<file path="src/rtl/core/deq_pkg.sv">
// Shared types, constants and helper functions for the double-ended queue.
package deq_pkg;

    localparam int DEPTH = 32;
    localparam int AW    = $clog2(DEPTH);
    localparam int CW    = $clog2(DEPTH + 1);
    localparam int VW    = 32;

    typedef enum logic [2:0] {
        KIND_PUSH_FRONT = 3'd0,
        KIND_PUSH_REAR  = 3'd1,
        KIND_POP_FRONT  = 3'd2,
        KIND_POP_REAR   = 3'd3,
        KIND_READ_ALL   = 3'd4
    } deq_kind_t;

    typedef enum logic [1:0] {
        STAT_OK    = 2'd0,
        STAT_EMPTY = 2'd1,
        STAT_FULL  = 2'd2
    } deq_status_t;

    typedef enum logic [1:0] {
        ST_IDLE,
        ST_POP_OUT,
        ST_DUMP_RD,
        ST_DUMP_OUT
    } deq_state_t;

    typedef struct packed {
        logic        wr_front;
        logic        wr_rear;
        logic        rd_front;
        logic        rd_rear;
        logic        rd_idx;
        logic        idx_clr;
        logic        out_load;
        logic        out_use_mem;
        deq_status_t out_status;
        logic        out_last;
    } deq_cmd_t;

    typedef struct packed {
        logic empty;
        logic full;
        logic idx_last;
        logic out_free;
    } deq_flags_t;

    function automatic logic [AW-1:0] slot_add(input logic [AW-1:0] base,
                                               input logic [CW-1:0] off);
        logic [CW:0] sum;
        sum = (CW+1)'(base) + (CW+1)'(off);
        if (sum >= (CW+1)'(DEPTH))
        begin
            sum = sum - (CW+1)'(DEPTH);
        end
        return sum[AW-1:0];
    endfunction

    function automatic logic [AW-1:0] slot_inc(input logic [AW-1:0] s);
        return (s == AW'(DEPTH - 1)) ? '0 : s + AW'(1);
    endfunction

    function automatic logic [AW-1:0] slot_dec(input logic [AW-1:0] s);
        return (s == '0) ? AW'(DEPTH - 1) : s - AW'(1);
    endfunction

endpackage

</file>
<file path="src/rtl/core/double_ended_queue_core.sv">
// Top level of the bounded double-ended queue of signed 32-bit values.
//
// Each beat on the input stream carries one request: the kind in tuser and the
// value to push in tdata. Each beat on the output stream carries one result:
// the status in tuser, the popped or read-out value in tdata, and tlast on the
// final result of a request. The queue holds up to 32 entries in a ring buffer.
// A push loads its result into the output register as it is accepted. A pop
// reads the ring memory first and then loads the output register. A read-out
// gives one result per stored entry, each set by the memory read port
// followed by the output register load. Requests are handled one at
// a time; a new request is taken once the previous one has loaded its final
// result and the output register is free or drains in the same cycle.
// Kinds five to seven are consumed and give no result.
// Reset empties the queue and clears the output valid; the entries themselves
// are not cleared. When the receiver stalls, the result holds in the output
// register and the block stops taking requests until it is drained.
module double_ended_queue_core
(
    input  logic               clk,
    input  logic               rst_n,
    input  logic               s_axis_tvalid,
    output logic               s_axis_tready,
    input  logic signed [31:0] s_axis_tdata,  // [31:0] value
    input  logic [2:0]         s_axis_tuser,  // [2:0] kind
    output logic               m_axis_tvalid,
    input  logic               m_axis_tready,
    output logic signed [31:0] m_axis_tdata,  // [31:0] data
    output logic [1:0]         m_axis_tuser,  // [1:0] status
    output logic               m_axis_tlast
);

    deq_pkg::deq_cmd_t   cmd;
    deq_pkg::deq_flags_t flags;

    deq_ctrl u_ctrl
    (
        .clk      (clk),
        .rst_n    (rst_n),
        .in_valid (s_axis_tvalid),
        .in_kind  (s_axis_tuser),
        .flags    (flags),
        .in_ready (s_axis_tready),
        .cmd      (cmd)
    );

    deq_dp u_dp
    (
        .clk        (clk),
        .rst_n      (rst_n),
        .cmd        (cmd),
        .in_value   (s_axis_tdata),
        .out_ready  (m_axis_tready),
        .flags      (flags),
        .out_valid  (m_axis_tvalid),
        .out_status (m_axis_tuser),
        .out_data   (m_axis_tdata),
        .out_last   (m_axis_tlast)
    );

endmodule

</file>
<file path="src/rtl/core/deq_ctrl.sv">
// Controller state machine that sequences queue operations and result beats.
module deq_ctrl
(
    input  logic                clk,
    input  logic                rst_n,
    input  logic                in_valid,
    input  logic [2:0]          in_kind,
    input  deq_pkg::deq_flags_t flags,
    output logic                in_ready,
    output deq_pkg::deq_cmd_t   cmd
);

    deq_pkg::deq_state_t state_reg;
    deq_pkg::deq_state_t state_next;

    always_ff @(posedge clk or negedge rst_n)
    begin
        if (!rst_n)
        begin
            state_reg <= deq_pkg::ST_IDLE;
        end
        else
        begin
            state_reg <= state_next;
        end
    end

    always_comb
    begin
        state_next = state_reg;
        in_ready   = 1'b0;
        cmd        = '0;
        cmd.out_status = deq_pkg::STAT_OK;
        case (state_reg)
            deq_pkg::ST_IDLE:
            begin
                in_ready = flags.out_free;
                if (in_valid && flags.out_free)
                begin
                    case (deq_pkg::deq_kind_t'(in_kind))
                        deq_pkg::KIND_PUSH_FRONT, deq_pkg::KIND_PUSH_REAR:
                        begin
                            cmd.out_load = 1'b1;
                            cmd.out_last = 1'b1;
                            if (flags.full)
                            begin
                                cmd.out_status = deq_pkg::STAT_FULL;
                            end
                            else if (in_kind == deq_pkg::KIND_PUSH_FRONT)
                            begin
                                cmd.wr_front = 1'b1;
                            end
                            else
                            begin
                                cmd.wr_rear = 1'b1;
                            end
                        end
                        deq_pkg::KIND_POP_FRONT, deq_pkg::KIND_POP_REAR:
                        begin
                            if (flags.empty)
                            begin
                                cmd.out_load   = 1'b1;
                                cmd.out_last   = 1'b1;
                                cmd.out_status = deq_pkg::STAT_EMPTY;
                            end
                            else
                            begin
                                cmd.rd_front = (in_kind == deq_pkg::KIND_POP_FRONT);
                                cmd.rd_rear  = (in_kind == deq_pkg::KIND_POP_REAR);
                                state_next   = deq_pkg::ST_POP_OUT;
                            end
                        end
                        deq_pkg::KIND_READ_ALL:
                        begin
                            if (flags.empty)
                            begin
                                cmd.out_load   = 1'b1;
                                cmd.out_last   = 1'b1;
                                cmd.out_status = deq_pkg::STAT_EMPTY;
                            end
                            else
                            begin
                                cmd.idx_clr = 1'b1;
                                state_next  = deq_pkg::ST_DUMP_RD;
                            end
                        end
                        default:
                        begin
                        end
                    endcase
                end
            end
            deq_pkg::ST_POP_OUT:
            begin
                if (flags.out_free)
                begin
                    cmd.out_load    = 1'b1;
                    cmd.out_use_mem = 1'b1;
                    cmd.out_last    = 1'b1;
                    state_next      = deq_pkg::ST_IDLE;
                end
            end
            deq_pkg::ST_DUMP_RD:
            begin
                cmd.rd_idx = 1'b1;
                state_next = deq_pkg::ST_DUMP_OUT;
            end
            deq_pkg::ST_DUMP_OUT:
            begin
                if (flags.out_free)
                begin
                    cmd.out_load    = 1'b1;
                    cmd.out_use_mem = 1'b1;
                    cmd.out_last    = flags.idx_last;
                    state_next      = flags.idx_last ? deq_pkg::ST_IDLE
                                                     : deq_pkg::ST_DUMP_RD;
                end
            end
            default:
            begin
                state_next = deq_pkg::ST_IDLE;
            end
        endcase
    end

endmodule

</file>
<file path="src/rtl/core/deq_dp.sv">
// Datapath with ring storage, front pointer, fill count and output register.
module deq_dp
(
    input  logic                      clk,
    input  logic                      rst_n,
    input  deq_pkg::deq_cmd_t         cmd,
    input  logic signed [deq_pkg::VW-1:0] in_value,
    input  logic                      out_ready,
    output deq_pkg::deq_flags_t       flags,
    output logic                      out_valid,
    output logic [1:0]                out_status,
    output logic signed [deq_pkg::VW-1:0] out_data,
    output logic                      out_last
);

    logic [deq_pkg::VW-1:0] mem [deq_pkg::DEPTH];
    logic [deq_pkg::VW-1:0] rd_data_reg;

    logic [deq_pkg::AW-1:0] front_reg;
    logic [deq_pkg::AW-1:0] front_next;
    logic [deq_pkg::CW-1:0] count_reg;
    logic [deq_pkg::CW-1:0] count_next;
    logic [deq_pkg::CW-1:0] idx_reg;
    logic [deq_pkg::CW-1:0] idx_next;
    logic                   out_valid_reg;
    logic                   out_valid_next;
    logic [1:0]             out_status_reg;
    logic [deq_pkg::VW-1:0] out_data_reg;
    logic                   out_last_reg;

    logic                   wr_en;
    logic [deq_pkg::AW-1:0] wr_addr;
    logic                   rd_en;
    logic [deq_pkg::AW-1:0] rd_addr;

    always_comb
    begin
        wr_en      = cmd.wr_front || cmd.wr_rear;
        wr_addr    = cmd.wr_front ? deq_pkg::slot_dec(front_reg)
                                  : deq_pkg::slot_add(front_reg, count_reg);
        rd_en      = cmd.rd_front || cmd.rd_rear || cmd.rd_idx;
        rd_addr    = front_reg;
        if (cmd.rd_rear)
        begin
            rd_addr = deq_pkg::slot_add(front_reg, count_reg - deq_pkg::CW'(1));
        end
        else if (cmd.rd_idx)
        begin
            rd_addr = deq_pkg::slot_add(front_reg, idx_reg);
        end

        front_next = front_reg;
        count_next = count_reg;
        if (cmd.wr_front)
        begin
            front_next = deq_pkg::slot_dec(front_reg);
        end
        else if (cmd.rd_front)
        begin
            front_next = deq_pkg::slot_inc(front_reg);
        end
        if (wr_en)
        begin
            count_next = count_reg + deq_pkg::CW'(1);
        end
        else if (cmd.rd_front || cmd.rd_rear)
        begin
            count_next = count_reg - deq_pkg::CW'(1);
        end

        idx_next = idx_reg;
        if (cmd.idx_clr)
        begin
            idx_next = '0;
        end
        else if (cmd.rd_idx)
        begin
            idx_next = idx_reg + deq_pkg::CW'(1);
        end

        out_valid_next = out_valid_reg && !out_ready;
        if (cmd.out_load)
        begin
            out_valid_next = 1'b1;
        end
    end

    always_ff @(posedge clk)
    begin
        if (wr_en)
        begin
            mem[wr_addr] <= in_value;
        end
        if (rd_en)
        begin
            rd_data_reg <= mem[rd_addr];
        end
        if (cmd.out_load)
        begin
            out_status_reg <= cmd.out_status;
            out_data_reg   <= cmd.out_use_mem ? rd_data_reg : '0;
            out_last_reg   <= cmd.out_last;
        end
    end

    always_ff @(posedge clk or negedge rst_n)
    begin
        if (!rst_n)
        begin
            front_reg     <= '0;
            count_reg     <= '0;
            idx_reg       <= '0;
            out_valid_reg <= 1'b0;
        end
        else
        begin
            front_reg     <= front_next;
            count_reg     <= count_next;
            idx_reg       <= idx_next;
            out_valid_reg <= out_valid_next;
        end
    end

    assign flags.empty    = (count_reg == '0);
    assign flags.full     = (count_reg >= deq_pkg::CW'(deq_pkg::DEPTH));
    assign flags.idx_last = (idx_reg == count_reg);
    assign flags.out_free = !out_valid_reg || out_ready;

    assign out_valid  = out_valid_reg;
    assign out_status = out_status_reg;
    assign out_data   = out_data_reg;
    assign out_last   = out_last_reg;

endmodule

</file>
<file path="config.mk">
export PLATFORM = sky130hd
export DESIGN_NAME = double_ended_queue_core
export DESIGN_NICKNAME = d
export VERILOG_FILES = /design/src/rtl/core/deq_pkg.sv /design/src/rtl/core/double_ended_queue_core.sv /design/src/rtl/core/deq_ctrl.sv /design/src/rtl/core/deq_dp.sv
export SDC_FILE = /design/constraint.sdc
export NUM_CORES = 1
export LEC_CHECK = 0
export BUFFER_PORTS_ARGS = -buffer_cell sky130_fd_sc_hd__buf_2
export CAP_MARGIN = 20
export CORE_MARGIN = 1.5
export CORE_UTILIZATION = 40
export CTS_CLUSTER_DIAMETER = 40
export DETAILED_ROUTE_END_ITERATION = 7
export MAX_ROUTING_LAYER = met4
export PLACE_DENSITY_LB_ADDON = 0.1
export SETUP_SLACK_MARGIN = 0.5
export SYNTH_ARGS = -nofsm -noshare
export SYNTH_HDL_FRONTEND = slang
export SYNTH_SLANG_ARGS = --single-unit
</file>
<file path="constraint.sdc">
create_clock -name clk -period 9.65 [get_ports clk]
set_clock_uncertainty 0.2 [all_clocks]
set_input_delay 0 -clock clk [delete_from_list [all_inputs] [get_ports clk]]
set_output_delay 0 -clock clk [all_outputs]
set_load 0.05 [all_outputs]
</file>
# After elaboration in Yosys (flattened, before gate mapping)
# Memory sizes are Yosys's and may differ from the RTL's. A register that Yosys moved wholly into a read port is not among the register bits.
# Cells that the tools add are included.
classes:
  n_addsub: 11
  order_cmp: 4
  n_eq_ne: 15
  n_mux: 51
  reduce_logical: 21
ops:
  columns: ["operator", "n"]
  rows:
  - ["2-to-1 mux 5 bit", 10]
  - ["2-to-1 mux 2 bit", 14]
  - ["2-to-1 mux 6 bit", 4]
  - ["adder 5 x 6 -> 7 bit", 3]
  - ["greater-or-equal comparator 7 x 6 -> 1 bit (second input constant)", 3]
  - ["subtractor 5 x 1 -> 5 bit (second input constant)", 4]
  - ["2-to-1 mux 1 bit", 15]
  - ["adder 6 x 1 -> 6 bit (second input constant)", 2]
  - ["!= test 3 bit (second input constant)", 3]
  - ["2-to-1 mux 4 bit", 2]
  - ["case mux 2 bit (4 select lines)", 1]
  - ["equality test 3 x 2 -> 1 bit (second input constant)", 2]
  - ["equality test 6 bit", 1]
  - ["greater-or-equal comparator 6 bit (second input constant)", 1]
  - ["zero test 6 bit", 1]
  - ["!= test 2 x 1 -> 1 bit (second input constant)", 3]
  - ["case mux 3 bit (2 select lines)", 1]
  - ["AND reduction 6 bit", 1]
  - ["nonzero test 2 bit", 3]
  - ["OR reduction 2 bit", 3]
  - ["subtractor 6 x 1 -> 6 bit (second input constant)", 1]
  - ["adder 5 x 1 -> 5 bit (second input constant)", 1]
  - ["equality test 5 bit (second input constant)", 1]
  - ["zero test 5 bit", 1]
  - ["other kinds (14)", 21]
totals:
  regBits: 55
  ram_bits: 1024
  inputBits: 39
  output_inout_bits: 37
  n_memories: 1
mem_list:
  columns: ["memory", "words", "word_bits", "rd", "rd_clocked_by_memory_dff", "wr", "line", "rtl"]
  rows:
  - ["u_dp.mem", 32, 32, 1, 1, 1, "deq_dp.sv:16", "logic [deq_pkg::VW-1:0] mem [deq_pkg::DEPTH];"]

# Logic depth before layout (Yosys ltp)
depth:
  word_depth: 9
  depth_mapped: 15

# By module
# From an unflattened synthesis, not the netlist that was laid out.
hier_totals:
  hier_cells: 3278
  area_unflattened_um2: 49318.6
by_module_without_submodules:
  columns: ["mod", "instances", "cells_each", "area_per_inst_um2", "seq_area_each_um2"]
  rows:
  - ["deq_dp", 1, 3244, 49072.1, 33211.9]
  - ["deq_ctrl", 1, 34, 246.5, 50.0]

# Worst setup path before layout
# No wires, ideal clock.
synth_path:
  kind: "register -> register"
  startpoint: "register u_dp.front_reg[0] in the netlist's numbering"
  endpoint: "memory u_dp.mem[17][0] in the netlist's numbering, enable pin"
  t_arrival_ns: 3.444
  required_time_ns: 9.029
  setup_slack_ns: 5.584
  stages_incl_launch_ff: 10
  path_buffers: 0
  path_cell_list: "dfrtp_1 -> ha_1 -> fa_1 -> a21o_1 -> a21oi_1 -> xnor2_1 -> a21oi_1 -> xnor2_1 -> nand2_1 -> nor2_1"
synth_via:
  elab_chain_len: 4
  word_cells_on_any_way: 8
  cone_classes: "3 x add/sub; 1 x order compare; 3 x mux; 1 x reduce/logical"
synth_lines:
  columns: ["element", "line", "rtl"]
  rows:
  - ["start, declared", "deq_dp.sv:19", "logic [deq_pkg::AW-1:0] front_reg;"]
  - ["start signal, assigned", "deq_dp.sv:117", "front_reg <= front_next;"]
  - ["adder 5 x 6 -> 7 bit", "deq_pkg.sv:53", "sum = (CW+1)'(base) + (CW+1)'(off);"]
  - ["greater-or-equal comparator 7 x 6 -> 1 bit or subtractor 5 x 1 -> 5 bit (tied branches)", "deq_pkg.sv:54, deq_pkg.sv:56", null]
  - ["2-to-1 mux 5 bit", "deq_pkg.sv:54", "if (sum >= (CW+1)'(DEPTH))"]
  - ["2-to-1 mux 5 bit (*)", "deq_dp.sv:39", "wr_addr = cmd.wr_front ? deq_pkg::slot_dec(front_reg)"]
  - ["end, declared", "deq_dp.sv:16", null]
# Every way passes the cells marked *; elsewhere a longest branch is shown, timed or not.

# Worst setup path in the final report
layout_path:
  startpoint: "register u_ctrl.state_reg[0]"
  endpoint: "register u_dp.rd_data_reg[8] in the netlist's numbering, read port of u_dp.mem, data pin"
layout_via:
  elab_chain_len: 4
  word_cells_on_any_way: 8
  cone_classes: "1 x eq/ne; 4 x mux; 3 x reduce/logical"
layout_lines:
  columns: ["element", "line", "rtl"]
  rows:
  - ["start, declared", "deq_ctrl.sv:13", "deq_pkg::deq_state_t state_reg;"]
  - ["start signal, assigned", "deq_ctrl.sv:20", "state_reg <= deq_pkg::ST_IDLE;"]
  - ["start signal, assigned", "deq_ctrl.sv:24", "state_reg <= state_next;"]
  - ["equality test 2 bit or zero test 2 bit (tied branches)", "deq_ctrl.sv:34", "case (state_reg)"]
  - ["2-to-1 mux 1 bit or 2-to-1 mux 4 bit (tied branches)", "deq_ctrl.sv:34", null]
  - ["2-to-1 mux 5 bit or logical OR 1 bit (tied branches)", "deq_dp.sv:47, deq_dp.sv:41", null]
  - ["2-to-1 mux 5 bit or logical OR 1 bit (tied branches)", "deq_dp.sv:43, deq_dp.sv:41", null]
  - ["end, declared", "deq_dp.sv:17", "logic [deq_pkg::VW-1:0] rd_data_reg;"]
# Several ways; a longest one is shown, not always the timed one.
# A chain may end at the register's enable or synchronous reset.

==> results.toml <==
[run_status]
outcome = "finished with violations"
violations = "hold timing"

[sta]
worst_pin_slew_ps = 1160
finalCriticalPeriod_ps = 5340
max-slew-margin-rel_pct = 22.7
post-route-period-util_pct = 55.3
fin_setup_tns_ps = 0
whs_ps = -4.27
setup_viol = 0
slew_violations = 0
max_freq_mhz = 187
hold_viol_final = 1
rsz0062_at_grt = "no"

[placed_design]
detailed_place_hpwl_um = 66300
routabilityCongestion = 0.830
port_buffers = 75
dp_cells = 4441

[setup_path]
r2r_slack_ps = 4310
worstSetupStartpointType = "flip-flop"
worstPathArrival_ps = 5580
worstPathRequired_ps = 9890
cp_top_family = "simple AND/OR/NAND/NOR gates"
crit_buf_inv = 2
critical-path-max-stage-delay_ps = 780
criticalPathCategory = "reg2reg"
slowest_stage = "dfrtp_2"
end_kind = "flip-flop"
cp_cell_sequence = "or2_4 > or4_4 > or4_2 > buf_4 > nand2_4 > buf_4 > a32oi_1 > a32oi_1 > o211ai_1"
crit_fanout = 51

[clock_network]
clk_pin_slew_ps = 50
cts_tree = "done"
cts_setup_buffers = 0
clk_latency_ps = 750
clock_path_buffers = 3
cts_made_buffers = 153
cts_sinks = 1111
htree_levels = 4
cts-root-buf = "clkbuf_16"

[synth]
syn-num-nets = 3107
syn_inst = 3047
synth-seq-cells = 1111
ys_warn_count = 0
synth.largest_area_cell = "edfxtp_1"
async_flop_share_pct = 1.80
ys_types = 56
synth_edf_count = 1091
netlist_area_um2 = 44100
synth.area.top_cells = "edfxtp_1 74%, a32oi_1 5.7%, nand2_1 5.4%, a21oi_1 2.5%, nand3_1 1.5%"
synth_area_per_cell_um2 = 14.5
ys.flop_type = "edfxtp_1"
yosysSeqAreaShare_pct = 75.4
synth_top_cell_area_share_pct = 74.3

[job]
drv_cap = 0

[routing]
postRouteAntennaNets = 0
post-route-drc-count = 0
via_per_inst = 5.72
routed_wl_um = 128000
drtIter0Drc = 2661
wl_per_cell_um = 26.7
dr.pass1.iters = 5
dr_total_vias = 27312

[grt]
grt_pass1_vias = 26832
grt_pass1_wl_um = 184000
grt.total_usage_pct = 23.3
grt-ovfl-total = 0
grt_max_degree = 168
antenna_found_initial = 1

[finish]
final_nets = 3227
post-route-util_pct = 47.4
mostFrequentLayoutCells = "1091 x edfxtp_1, 634 x nand2_1, 286 x a32oi_1, 216 x a21oi_1, 156 x clkbuf_16"
syn2layout_area_growth_pct = 17.4
instances_no_fill = 4771
largest_register_ffs = 1024
final_common_cell = "edfxtp_1"
drive_gt1_share_pct = 14.6

[floorplanning]
fp.coreArea_um2 = 109000
chipHeight_um = 335
dieArea_um2 = 112000
io_pins = 76
num_rows = 121
dieWidth_um = 335
start_util_pct = 40.4

[power_and_ir_drop]
power_leakage_nw = 16.9
power_density_nw_per_um2 = 309
peakVddDrop_mv = 0.280
power_mw = 16.0

[min_path]
hp-class = "in2async"
==> through the flow <==
| stage | setup WS [ps] | area, um^2 |
|---|---|---|
| 6_report | 4310 | 51800 |
| 5_1_grt | 4140 | 51800 |
| 4_1_cts | 4350 | 51800 |
| 3_5_place_dp | 4400 | 46200 |
| 3_3_place_gp | 4320 | 46200 |
| 2_1_floorplan | 5580 | 44100 |
==> where the power goes <==
part / total, mW / leakage [nW] / switching [mW] / internal, mW
sequential: 5.73 / 10.1 / 0.176 / 5.55
clock: 5.50 / 2.46 / 2.18 / 3.32
combinational: 4.79 / 4.38 / 3.36 / 1.44
==> cells by family (layout without fill, tap and decap cells) <==
group | after synthesis | count (layout) | synth area share (%)
compound gates | 707 | 707 | 11.3
xor+xnor | 31 | 31 | 0.616
fa+ha+maj | 21 | 21 | 0.647
simple gates | 911 | 911 | 8.70
mux | 39 | 39 | 1.15
buf+inv | 227 | 474 | 2.21
other cells | 0 | 1 | 0
flops | 1111 | 1111 | 75.4
==> worst min-delay path, delay by kind of cell <==
family,cells,cell delay (ps)
buffers and inverters,3,1340
==> cells in the mapped netlist, types with 2 or more instances <==
cell and count:
a21o_1 7, a21oi_1 216, a22oi_1 4, a32o_1 3, a32oi_1 287, and2_1 3, and3_1 35, and4_1 3
buf_1 10, buf_2 60, buf_4 3, buf_6 5, clkbuf_1 142, dfrtp_1 20, edfxtp_1 1091, fa_1 3
ha_1 18, inv_1 7, mux2_2 14, mux2_4 20, mux2i_1 5, nand2_1 637, nand2b_1 6, nand3_1 133
nand4_1 6, nor2_1 60, nor2b_1 5, nor3_1 6, nor3b_1 4, o211a_1 32, o211ai_1 35, o21ai_0 107
o22ai_1 2, o31ai_1 4, or3_1 3, or4_1 2, xnor2_1 19, xor2_1 12
==> final timing paths <==
kind / start / endpoint / cells after the start
min: rst_n / u_dp.front_reg[2]$_DFFE_PN0P_ / 3
max: u_ctrl.state_reg[0]$_DFFE_PN0P_ / u_dp.rd_data_reg[8]$_DFFE_PP_ / 9
max reg2reg: u_ctrl.state_reg[0]$_DFFE_PN0P_ / u_dp.rd_data_reg[8]$_DFFE_PP_ / 9
min in group clk: s_axis_tuser[0] / u_dp.front_reg[4]$_DFFE_PN0P_ / 3
min reg2reg: u_dp.front_reg[4]$_DFFE_PN0P_ / u_dp.front_reg[4]$_DFFE_PN0P_ / 1
max in group asynchronous: rst_n / u_dp.idx_reg[1]$_DFFE_PN0P_ / 4
==> cell type report <==
class	instances	area, um^2
Clock inverter	115	1120
Clock buffer	167	3950
Antenna cell	1	2.50
Timing Repair Buffer	185	1380
Fill cell	9315	57400
Multi-Input combinational cell	1709	10200
Sequential cell	1111	33300
Inverter	7	26.3
Tap cell	1476	1850
==> layer usage <==
metal / GRT usage (%) / share of wire, %
met1: 30.9 / 44
met4: 7.64 / 2.8
met2: 36.8 / 48
met5: - / 0
met3: 3.66 / 5.7
==> timing repair <==
action	CTS	global route
gates resized for setup	0	0
hold endpoints to repair	1073	0
hold buffers	46	0
No activity file was read; power rests on OpenSTA's default activity.
